--- config.mk ---
export PLATFORM = sky130hd
export DESIGN_NAME = cascaded_biquad_lowpass_core
export DESIGN_NICKNAME = d
export VERILOG_FILES = /design/src/sv/cbq_pkg.sv /design/src/sv/cascaded_biquad_lowpass_core.sv /design/src/sv/cbq_datapath.sv /design/src/sv/cbq_ctrl.sv
export VERILOG_INCLUDE_DIRS = /design/src /design/src/sv
export SDC_FILE = /design/constraint.sdc
export NUM_CORES = 2
export LEC_CHECK = 0
export BUFFER_PORTS_ARGS = -buffer_cell sky130_fd_sc_hd__buf_2
export CORE_AREA = 10 10 338 340
export DETAILED_ROUTE_END_ITERATION = 8
export DIE_AREA = 0 0 348 350
export SYNTH_ARGS = -nofsm -noshare
export SYNTH_HDL_FRONTEND = slang
export SYNTH_HIERARCHICAL = 1
export SYNTH_SLANG_ARGS = --single-unit
--- constraint.sdc ---
create_clock -name clock -period 23.8 [get_ports clock]
set_input_delay 2.38 -clock clock [delete_from_list [all_inputs] [get_ports clock]]
set_output_delay 2.38 -clock clock [all_outputs]
set_load 0.02 [all_outputs]
--- src/sv/cascaded_biquad_lowpass_core_defines.svh ---
// Assertion macros used by the biquad cascade controller.
`ifndef CASCADED_BIQUAD_LOWPASS_CORE_DEFINES_SVH
`define CASCADED_BIQUAD_LOWPASS_CORE_DEFINES_SVH

// Same-cycle implication, checked at every rising clock edge outside reset.
`define CBQ_ASSERT_IMP(label, clk, rst, ante, cons) \
   label: assert property (@(posedge clk) disable iff (rst) (ante) |-> (cons)) \
      else $error("cbq: same-cycle check failed");

// Next-cycle implication, checked at every rising clock edge outside reset.
`define CBQ_ASSERT_NXT(label, clk, rst, ante, cons) \
   label: assert property (@(posedge clk) disable iff (rst) (ante) |=> (cons)) \
      else $error("cbq: next-cycle check failed");

`endif

--- src/sv/cbq_pkg.sv ---
// Shared types, constants and section coefficient table for the biquad cascade.
package cbq_pkg;

   localparam int DATA_W           = 32;
   localparam int SAMPLE_W         = 24;
   localparam int FF_W             = 24;
   localparam int COEF_W           = 9;
   localparam int FF_REGS          = 5;
   localparam int SECT_IDX_W       = 3;
   localparam int CSR_INDEX_W      = 3;
   localparam int DEFAULT_SECTIONS = 5;
   localparam int DEFAULT_CHANNELS = 2;

   // Register indexes of the configuration port.
   localparam logic [CSR_INDEX_W-1:0] CSR_STEREO_MODE = 3'd0;
   localparam logic [CSR_INDEX_W-1:0] CSR_SECTION0_FF = 3'd1;

   localparam logic [FF_W-1:0] FF_RESET [FF_REGS] = '{
      24'd978702, 24'd1305107, 24'd1502742, 24'd1244946, 24'd791052
   };

   typedef struct packed {
      logic signed [COEF_W-1:0] a0;
      logic signed [COEF_W-1:0] a1;
      logic signed [COEF_W-1:0] a2;
      logic                     in_shift_two;
      logic                     add_input;
      logic                     out_shift_six;
   } sect_const_type;

   typedef enum logic [3:0] {
      OP_IDLE,
      OP_LOAD,
      OP_MUL_IN,
      OP_MUL_A2,
      OP_MUL_A1,
      OP_FEEDBACK,
      OP_MUL_B0,
      OP_MUL_B1,
      OP_MUL_B2,
      OP_SECT_END,
      OP_DELIVER
   } op_type;

   typedef enum logic [3:0] {
      ST_IDLE,
      ST_MUL_IN,
      ST_MUL_A2,
      ST_MUL_A1,
      ST_FEEDBACK,
      ST_MUL_B0,
      ST_MUL_B1,
      ST_MUL_B2,
      ST_SECT_END,
      ST_DELIVER
   } ctrl_state_type;

   typedef struct packed {
      op_type                  op;
      logic [SECT_IDX_W-1:0]   sect;
   } cmd_type;

   typedef struct packed {
      logic out_full;
   } status_type;

   // Fixed feedback coefficients and shifts of each section. The sixth
   // section has no feedback at all.
   function automatic sect_const_type sect_const(input logic [SECT_IDX_W-1:0] s);
      sect_const_type c;
      case (s)
         3'd0: c = '{a0: -9'sd82,  a1: 9'sd185, a2: -9'sd68,
                     in_shift_two: 1'b1, add_input: 1'b1, out_shift_six: 1'b0};
         3'd1: c = '{a0: -9'sd150, a1: 9'sd187, a2: -9'sd76,
                     in_shift_two: 1'b1, add_input: 1'b0, out_shift_six: 1'b0};
         3'd2: c = '{a0: -9'sd150, a1: 9'sd191, a2: -9'sd90,
                     in_shift_two: 1'b1, add_input: 1'b0, out_shift_six: 1'b0};
         3'd3: c = '{a0: -9'sd150, a1: 9'sd197, a2: -9'sd106,
                     in_shift_two: 1'b0, add_input: 1'b0, out_shift_six: 1'b1};
         3'd4: c = '{a0: -9'sd150, a1: 9'sd206, a2: -9'sd121,
                     in_shift_two: 1'b0, add_input: 1'b0, out_shift_six: 1'b0};
         default: c = '{a0: 9'sd0, a1: 9'sd0, a2: 9'sd0,
                        in_shift_two: 1'b1, add_input: 1'b0, out_shift_six: 1'b1};
      endcase
      return c;
   endfunction

endpackage

--- src/sv/cascaded_biquad_lowpass_core.sv ---
// Top level of the five-section fixed-point biquad low-pass cascade.
//
//   Channel   Direction  Handshake              Payload
//   req_      in         req_valid / req_stall  req_sample_in[23:0] signed, req_channel
//   rsp_      out        rsp_valid / rsp_stall  rsp_sample_out[31:0] signed
//   csr_      in         csr_write_en           csr_index[2:0], csr_write_data[23:0]
//
// Each request runs from acceptance to the next acceptance as a load step, eight steps per
// section on the shared 32x9 multiplier and accumulator, and a final step that moves the
// result into the output register. Reset is synchronous and active high; it restores the
// register defaults and marks every history row empty, so all history reads as zero. A
// stalled result waits in the output register while the next request is processed; only
// the final hand-over waits for that register to free up.
module cascaded_biquad_lowpass_core #(
   parameter int SECTIONS = cbq_pkg::DEFAULT_SECTIONS,
   parameter int CHANNELS = cbq_pkg::DEFAULT_CHANNELS
) (
   input  logic                                   clock,
   input  logic                                   reset,
   input  logic                                   req_valid,
   output logic                                   req_stall,
   input  logic signed [cbq_pkg::SAMPLE_W-1:0]    req_sample_in,
   input  logic                                   req_channel,
   output logic                                   rsp_valid,
   input  logic                                   rsp_stall,
   output logic signed [cbq_pkg::DATA_W-1:0]      rsp_sample_out,
   input  logic                                   csr_write_en,
   input  logic [cbq_pkg::CSR_INDEX_W-1:0]        csr_index,
   input  logic [cbq_pkg::FF_W-1:0]               csr_write_data
);
   import cbq_pkg::*;

   // Commands flow from the sequencer to the datapath; the datapath reports back
   // whether its output register still holds an undelivered result.
   cmd_type    cmd;
   status_type status;

   cbq_ctrl #(
      .SECTIONS (SECTIONS)
   ) u_ctrl (
      .clock     (clock),
      .reset     (reset),
      .req_valid (req_valid),
      .req_stall (req_stall),
      .rsp_stall (rsp_stall),
      .status    (status),
      .cmd       (cmd)
   );

   // The datapath holds the configuration registers, the history memory with its
   // per-row valid bits, the multiply-accumulate unit and the output register.
   cbq_datapath #(
      .SECTIONS (SECTIONS),
      .CHANNELS (CHANNELS)
   ) u_datapath (
      .clock          (clock),
      .reset          (reset),
      .cmd            (cmd),
      .status         (status),
      .req_sample_in  (req_sample_in),
      .req_channel    (req_channel),
      .csr_write_en   (csr_write_en),
      .csr_index      (csr_index),
      .csr_write_data (csr_write_data),
      .rsp_valid      (rsp_valid),
      .rsp_sample_out (rsp_sample_out),
      .rsp_stall      (rsp_stall)
   );

endmodule

--- src/sv/cbq_datapath.sv ---
// Datapath of the biquad cascade: shared multiplier, accumulator, history memory, registers.
module cbq_datapath #(
   parameter int SECTIONS = cbq_pkg::DEFAULT_SECTIONS,
   parameter int CHANNELS = cbq_pkg::DEFAULT_CHANNELS
) (
   input  logic                                   clock,
   input  logic                                   reset,
   input  cbq_pkg::cmd_type                       cmd,
   output cbq_pkg::status_type                    status,
   input  logic signed [cbq_pkg::SAMPLE_W-1:0]    req_sample_in,
   input  logic                                   req_channel,
   input  logic                                   csr_write_en,
   input  logic [cbq_pkg::CSR_INDEX_W-1:0]        csr_index,
   input  logic [cbq_pkg::FF_W-1:0]               csr_write_data,
   output logic                                   rsp_valid,
   output logic signed [cbq_pkg::DATA_W-1:0]      rsp_sample_out,
   input  logic                                   rsp_stall
);
   import cbq_pkg::*;

   localparam int Rows = SECTIONS * CHANNELS;
   localparam int RowW = (Rows > 1) ? $clog2(Rows) : 1;

   logic                  stereo_ff;
   logic [FF_W-1:0]       ff_ff [FF_REGS];

   logic [DATA_W-1:0]     x_ff, p_ff, acc_ff, w0_ff;
   logic [DATA_W-1:0]     x_in, p_in, acc_in, w0_in;
   logic                  ch_ff;
   logic                  ch_eff;

   logic [2*DATA_W-1:0]   hist_mem [Rows];
   logic [Rows-1:0]       row_valid_ff;
   logic [2*DATA_W-1:0]   rd_q_ff;
   logic                  rd_valid_ff;
   logic [RowW-1:0]       row_idx;
   int                    row_int;

   logic                  rsp_valid_ff;
   logic [DATA_W-1:0]     rsp_data_ff;

   sect_const_type        sc;
   logic [FF_W-1:0]       ff_sel;
   logic [DATA_W-1:0]     w1, w2;
   logic [DATA_W-1:0]     mul_a;
   logic signed [COEF_W-1:0] mul_c;
   logic signed [DATA_W+COEF_W-1:0] prod_full;
   logic [DATA_W-1:0]     term, sum;

   // Configuration registers.
   always_ff @(posedge clock) begin
      if (reset) begin
         stereo_ff <= 1'b0;
         for (int k = 0; k < FF_REGS; k++) begin
            ff_ff[k] <= FF_RESET[k];
         end
      end else if (csr_write_en) begin
         if (csr_index == CSR_STEREO_MODE) begin
            stereo_ff <= csr_write_data[0];
         end
         for (int k = 0; k < FF_REGS; k++) begin
            if (csr_index == CSR_INDEX_W'(int'(CSR_SECTION0_FF) + k)) begin
               ff_ff[k] <= csr_write_data;
            end
         end
      end
   end

   assign sc     = sect_const(cmd.sect);
   assign ff_sel = (int'(cmd.sect) < FF_REGS) ? ff_ff[cmd.sect] : '0;
   assign ch_eff = (CHANNELS > 1) ? ch_ff : 1'b0;

   assign row_int = int'(cmd.sect) * CHANNELS + int'(ch_eff);
   assign row_idx = row_int[RowW-1:0];

   // History of a row that was never written reads as zero.
   assign w1 = rd_valid_ff ? rd_q_ff[DATA_W-1:0] : '0;
   assign w2 = rd_valid_ff ? rd_q_ff[2*DATA_W-1:DATA_W] : '0;

   always_comb begin
      mul_a = x_ff;
      mul_c = '0;
      case (cmd.op)
         OP_MUL_IN: begin mul_a = x_ff;  mul_c = sc.a0; end
         OP_MUL_A2: begin mul_a = w2;    mul_c = sc.a2; end
         OP_MUL_A1: begin mul_a = w1;    mul_c = sc.a1; end
         OP_MUL_B0: begin
            mul_a = w0_ff;
            mul_c = COEF_W'($signed(ff_sel[7:0]));
         end
         OP_MUL_B1: begin
            mul_a = w1;
            mul_c = COEF_W'($signed(ff_sel[15:8]));
         end
         OP_MUL_B2: begin
            mul_a = w2;
            mul_c = COEF_W'($signed(ff_sel[23:16]));
         end
         default: begin mul_a = x_ff; mul_c = '0; end
      endcase
   end

   // Only the low word of each product is kept, which gives the 32-bit wrap.
   assign prod_full = $signed(mul_a) * mul_c;
   assign p_in      = prod_full[DATA_W-1:0];

   assign term = sc.in_shift_two ? DATA_W'($signed(p_ff) >>> 2)
                                 : DATA_W'($signed(p_ff) >>> 1);
   assign sum  = acc_ff + p_ff;

   always_comb begin
      x_in   = x_ff;
      acc_in = acc_ff;
      w0_in  = w0_ff;
      case (cmd.op)
         OP_LOAD:     x_in   = DATA_W'($signed(req_sample_in));
         OP_MUL_A2:   acc_in = sc.add_input ? term : (DATA_W'(0) - term);
         OP_MUL_A1:   acc_in = sum;
         OP_FEEDBACK: w0_in  = DATA_W'($signed(sum) >>> 7);
         OP_MUL_B1:   acc_in = p_ff;
         OP_MUL_B2:   acc_in = sum;
         OP_SECT_END: x_in   = sc.out_shift_six ? DATA_W'($signed(sum) >>> 6)
                                                : DATA_W'($signed(sum) >>> 7);
         default:     x_in   = x_ff;
      endcase
   end

   always_ff @(posedge clock) begin
      x_ff   <= x_in;
      p_ff   <= p_in;
      acc_ff <= acc_in;
      w0_ff  <= w0_in;
      if (cmd.op == OP_LOAD) begin
         ch_ff <= stereo_ff & req_channel;
      end
   end

   // History memory: one row of (w2, w1) per section and channel.
   always_ff @(posedge clock) begin
      if (cmd.op == OP_MUL_IN) begin
         rd_q_ff     <= hist_mem[row_idx];
         rd_valid_ff <= row_valid_ff[row_idx];
      end
      if (cmd.op == OP_SECT_END) begin
         hist_mem[row_idx] <= {w1, w0_ff};
      end
   end

   always_ff @(posedge clock) begin
      if (reset) begin
         row_valid_ff <= '0;
      end else if (cmd.op == OP_SECT_END) begin
         row_valid_ff[row_idx] <= 1'b1;
      end
   end

   // Output register.
   always_ff @(posedge clock) begin
      if (reset) begin
         rsp_valid_ff <= 1'b0;
      end else if (cmd.op == OP_DELIVER) begin
         rsp_valid_ff <= 1'b1;
      end else if (!rsp_stall) begin
         rsp_valid_ff <= 1'b0;
      end
   end

   always_ff @(posedge clock) begin
      if (cmd.op == OP_DELIVER) begin
         rsp_data_ff <= x_ff;
      end
   end

   assign status.out_full = rsp_valid_ff;
   assign rsp_valid       = rsp_valid_ff;
   assign rsp_sample_out  = $signed(rsp_data_ff);

endmodule

--- src/sv/cbq_ctrl.sv ---
// Controller of the biquad cascade: sequences the load, eight steps per section and the delivery.
`include "cascaded_biquad_lowpass_core_defines.svh"

module cbq_ctrl #(
   parameter int SECTIONS = cbq_pkg::DEFAULT_SECTIONS
) (
   input  logic                 clock,
   input  logic                 reset,
   input  logic                 req_valid,
   output logic                 req_stall,
   input  logic                 rsp_stall,
   input  cbq_pkg::status_type  status,
   output cbq_pkg::cmd_type     cmd
);
   import cbq_pkg::*;

   localparam logic [SECT_IDX_W-1:0] LastSect = SECT_IDX_W'(SECTIONS - 1);

   ctrl_state_type          state_ff, state_in;
   logic [SECT_IDX_W-1:0]   sect_ff, sect_in;
   logic                    accept;

   assign req_stall = (state_ff != ST_IDLE);
   assign accept    = req_valid && (state_ff == ST_IDLE);

   always_ff @(posedge clock) begin
      if (reset) begin
         state_ff <= ST_IDLE;
         sect_ff  <= '0;
      end else begin
         state_ff <= state_in;
         sect_ff  <= sect_in;
      end
   end

   always_comb begin
      state_in = state_ff;
      sect_in  = sect_ff;
      cmd.op   = OP_IDLE;
      cmd.sect = sect_ff;
      case (state_ff)
         ST_IDLE: begin
            if (req_valid) begin
               cmd.op   = OP_LOAD;
               state_in = ST_MUL_IN;
               sect_in  = '0;
            end
         end
         ST_MUL_IN: begin
            cmd.op   = OP_MUL_IN;
            state_in = ST_MUL_A2;
         end
         ST_MUL_A2: begin
            cmd.op   = OP_MUL_A2;
            state_in = ST_MUL_A1;
         end
         ST_MUL_A1: begin
            cmd.op   = OP_MUL_A1;
            state_in = ST_FEEDBACK;
         end
         ST_FEEDBACK: begin
            cmd.op   = OP_FEEDBACK;
            state_in = ST_MUL_B0;
         end
         ST_MUL_B0: begin
            cmd.op   = OP_MUL_B0;
            state_in = ST_MUL_B1;
         end
         ST_MUL_B1: begin
            cmd.op   = OP_MUL_B1;
            state_in = ST_MUL_B2;
         end
         ST_MUL_B2: begin
            cmd.op   = OP_MUL_B2;
            state_in = ST_SECT_END;
         end
         ST_SECT_END: begin
            cmd.op = OP_SECT_END;
            if (sect_ff == LastSect) begin
               state_in = ST_DELIVER;
            end else begin
               sect_in  = sect_ff + 1'b1;
               state_in = ST_MUL_IN;
            end
         end
         ST_DELIVER: begin
            if (!status.out_full || !rsp_stall) begin
               cmd.op   = OP_DELIVER;
               state_in = ST_IDLE;
            end
         end
         default: begin
            state_in = ST_IDLE;
         end
      endcase
   end

   `CBQ_ASSERT_NXT(a_accept_starts_first_section, clock, reset, accept, (state_ff == ST_MUL_IN) && (sect_ff == '0))
   `CBQ_ASSERT_NXT(a_section_advances, clock, reset, (state_ff == ST_SECT_END) && (sect_ff != LastSect), (state_ff == ST_MUL_IN) && (sect_ff == $past(sect_ff) + 1'b1))
   `CBQ_ASSERT_IMP(a_section_in_range, clock, reset, state_ff != ST_IDLE, sect_ff <= LastSect)
   `CBQ_ASSERT_NXT(a_deliver_fills_output, clock, reset, cmd.op == OP_DELIVER, status.out_full)
   `CBQ_ASSERT_NXT(a_blocked_deliver_waits, clock, reset, (state_ff == ST_DELIVER) && status.out_full && rsp_stall, state_ff == ST_DELIVER)

endmodule
==> out/summary.md <==
The logs give 10420 ps for the arrival time of the worst setup path and 6 for the count of synthesis-stage warnings from yosys. The die is 350 um tall. Counting instances, the worst hold path has a depth of 2. In this run, synthesis inferred 781 flip-flops with an integrated enable. The first global-routing pass estimated 170 mm of wire.

No sink is reached through more buffers than the 3 on the longest clock path. The met3 routed wirelength was 8.02 mm; the net count reported at finish was 3498. Prior to clock tree synthesis, the placed netlist has a worst setup slack of 13320 ps. IR analysis of the VDD net gives a maximum drop of 0.121 mV.

The shortest period the worst path allows works out to 9860 ps. Type of the tightest min-delay check: reg -> reg. Worst relative slew slack: 0.163.

The highest signal layer in the routed design is met4. The number of buffers added on ports was 90; the power per cell area was 124 mW/mm^2. Measured slew at the worst slew-check pin: 1250 ps. The logs give 0.890 for the final weighted congestion of routability-driven global placement and 4649 for the final non-filler cell total. The largest individual stage delay along the critical path comes from the cell sky130_fd_sc_hd__and3_2.

On the final layout, the worst clock skew is 32.0 ps. The average size of a mapped cell was 13.8 um^2. Counting tap cells, the placed design contains a total of 4488 instances. The run gives 0.442 as the final cell utilization of the core. The tools report the via count of the first global-routing pass as 26300. The leading area contributor after synthesis is sky130_fd_sc_hd__edfxtp_1. In the final routing, the length of wire on met1 measures 49.1 mm. The run gives 52.1 mm as the total length of routed met2 wires. The total DRC errors in the routed layout was 0; the count of vias placed by the detailed router was 26400. The tree is rooted in a sky130_fd_sc_hd__clkbuf_16.

For this run, the leading register cell type out of synthesis is sky130_fd_sc_hd__edfxtp_1. The final layout contains routed wiring with a total length of 112 mm. The post-detailed-route wirelength per cell is 24.2 um, and the final-report setup violation count is 0. The number of cells upsized or downsized after cts was 0; the source-to-sink clock delay at the later pin of the worst-skew pair was 670 ps. In this run the number of H-tree levels came out at 3. In this run the horizontal extent of the chip is 348 um.

TritonCTS built the clock tree. The share of layout cells above drive strength 1 was 0.142. The quantity of hold-fixing buffers added after cts was 0. The logs give 86 for the number of different library cells in the post-synthesis netlist and 0.101 GHz for the achievable frequency.

Data on the critical path is required at its endpoint by 24360 ps. The share of the synthesized area in the top cell type was 0.549. The share of async-settable or async-resettable flops after synthesis is 0. The logs give 0.396 for the starting density of the core and 88 for the number of buffers created by CTS. The worst setup path is launched from an input port. The worst setup path is of the in -> reg kind. For the pin count of the biggest net entering global routing, the log shows 115.

After synthesis, the cell types taking the most area are sky130_fd_sc_hd__edfxtp_1 (55%), sky130_fd_sc_hd__fa_1 (8.3%), sky130_fd_sc_hd__mux4_2 (6.6%). Number of rows in the core area: 121. The clock transition time at the flip-flop clock pins of the worst setup and hold paths was 60 ps. The floorplan step defined a die boundary enclosing 0.122 mm^2.

The DRC violation total after the first TritonRoute iteration is 2912, and the setup fix buffers added after clock tree synthesis is 0. The first TritonRoute pass finished after 6 iterations. In this run, synthesis produced a sequential element count of 832. After synthesis the cells add up to 0.0427 mm^2. The clock net sink count is 832.

The longest individual stage delay on the worst path works out to 990 ps. Summed over all cells, the static leakage comes to 16.8 nW. The share of synthesized area occupied by flip-flops and latches was 0.573; the number of vias per cell after detailed routing was 5.67.

The post-layout worst setup margin is 13940 ps, and the total count of hold-check failures in the final report is 0. Synthesis produced a netlist with a net count of 3439. After floorplanning, the core was sized to cover 0.108 mm^2.

The area growth from synthesis to layout is 11.5%. The maximum fanout along the worst path was 46. For the total count of max-transition violations in the final report, the log shows 0. Pin placement for this block handled 91 I/O pins. Summed over all failing endpoints, the final setup total negative slack is 0 ps.

The run finished with clean final reports. The tools report the overall track demand over capacity in global routing as 0.183. The critical path endpoint category was a register. Across all hold checks on the routed design, the worst slack comes to 453 ps. Max-cap violations in this run came to 0. 0 antenna diodes ended up in the layout.

For the HPWL reported at the end of detailed placement, the log shows 70.8 mm. The final critical-path share of the clock period was 0.414; the worst reg2reg path depth was 29. The tools report the initial antenna violation count as 4. Setup repair after global routing left no endpoint under its margin. The final global-route overflow total is 0, and the synthesized instance count is 3105. Once detail routing completed, the nets flagged for antenna violations numbered 0.
==> state kept, by name, summed over array words and instances, names as in the netlist <==
| name | cells |
|---|---|
| u_datapath/row_valid_ff | 10 |
| u_datapath/rd_q_ff | 50 |
| u_datapath/hist_mem | 500 |
| u_ctrl/sect_ff | 3 |
| u_datapath/rsp_valid | 1 |
| u_datapath/ff_ff | 120 |
| u_datapath/stereo_ff | 1 |
| u_datapath/ch_eff | 1 |
| u_datapath/p_ff | 32 |
| u_datapath/acc_ff | 32 |
| u_datapath/w0_ff | 25 |
| u_datapath/rd_valid_ff | 1 |
| u_ctrl/state_ff | 4 |
| u_datapath/x_ff | 26 |
| u_datapath/rsp_sample_out | 26 |
==> cell usage in the layout, fill, tap and decap left out, drive strengths merged, types with 9 or more instances in the layout <==
cell,count
edfxtp,781
nor2,248
nand2,222
fa,178
buf,145
inv,133
a21oi,131
mux4,126
o21ai,122
clkbuf,106
ha,99
nor2b,84
a211oi,73
mux2i,70
nand2b,59
and2,53
xnor2,53
dfxtp,51
nand3,48
a22oi,42
clkinv,42
a31oi,35
nor3,34
o21a,33
xor2,31
a21o,18
or3,15
nor3b,13
nand4,13
o221ai,13
o211ai,12
a221o,10
o21bai,10
a211o,9
and3,9
or2,9
==> critical path, delay by kind of cell <==
kind | cells | cell delay [ps]
AO/OA/AOI/OAI | 12 | 3330
adder cells (fa/ha/maj) | 6 | 2580
AND/OR/NAND/NOR | 4 | 1470
buffers and inverters | 6 | 470
XOR/XNOR | 1 | 130
==> cell usage after synthesis, drive strengths merged, types with 51 or more instances <==
| cell | number |
|---|---|
| edfxtp | 781 |
| nor2 | 248 |
| nand2 | 222 |
| fa | 178 |
| a21oi | 131 |
| inv | 128 |
| mux4 | 126 |
| o21ai | 122 |
| clkbuf | 114 |
| ha | 99 |
| nor2b | 84 |
| a211oi | 73 |
| mux2i | 70 |
| buf | 61 |
| nand2b | 59 |
| and2 | 53 |
| xnor2 | 53 |
| dfxtp | 51 |
==> power breakdown <==
group	switching [W]	internal [W]	leakage [nW]	total, W
Combinational	0.00161	0.00107	7.79	0.00268
Clock	0.000580	0.000772	1.39	0.00135
Sequential	0.000113	0.00175	7.61	0.00186
Total	0.00230	0.00359	16.8	0.00589
==> cell type report <==
type                       instances  area [um^2]
sequential                       832        24500
multi-input combinational       1969        17200
inverter                         128          480
fill                            9681        60200
tap                             1414         1770
clock buffer                     106         2310
clock inverter                    55          510
timing repair buffer             145          888
==> path summary, 6_finish.rpt <==
path | slack, ps | from | endpoint
worst max-delay path | 13940 | rsp_stall | u_datapath/p_ff[30]$_DFF_P_
worst min-delay path | 450 | u_datapath/stereo_ff$_SDFFE_PP0P_ | u_datapath/stereo_ff$_SDFFE_PP0P_
worst max register to register | 15150 | u_ctrl/state_ff[3]$_SDFFE_PP0P_ | u_datapath/p_ff[30]$_DFF_P_
worst min register to register | 450 | u_datapath/stereo_ff$_SDFFE_PP0P_ | u_datapath/stereo_ff$_SDFFE_PP0P_
==> through the flow <==
step | area [um^2] | total power (W)
3_3_place_gp | 44800 | 0.00451
3_5_place_dp | 44800 | 0.00451
4_1_cts | 47600 | 0.00590
5_1_grt | 47600 | 0.00628
2_1_floorplan | 42700 | 0.00373
6_report | 47600 | 0.00589
==> logic make-up after synthesis <==
logic type	share of synthesized area
muxes	0.0834
xor gates and xnor gates	0.0172
buffers and inverters	0.0293
AOI/OAI and AO/OA	0.0889
and+or+nand+nor	0.0957
adders and majority gates	0.112
DFF	0.573
==> routing by layer <==
layer	vias to the layer above	global-route usage
li1	11700	-
met1	13500	0.256
met2	963	0.290
met3	177	0.0322
met4	0	0.0547
met5	-	0
(Power assumes the default switching activity.)
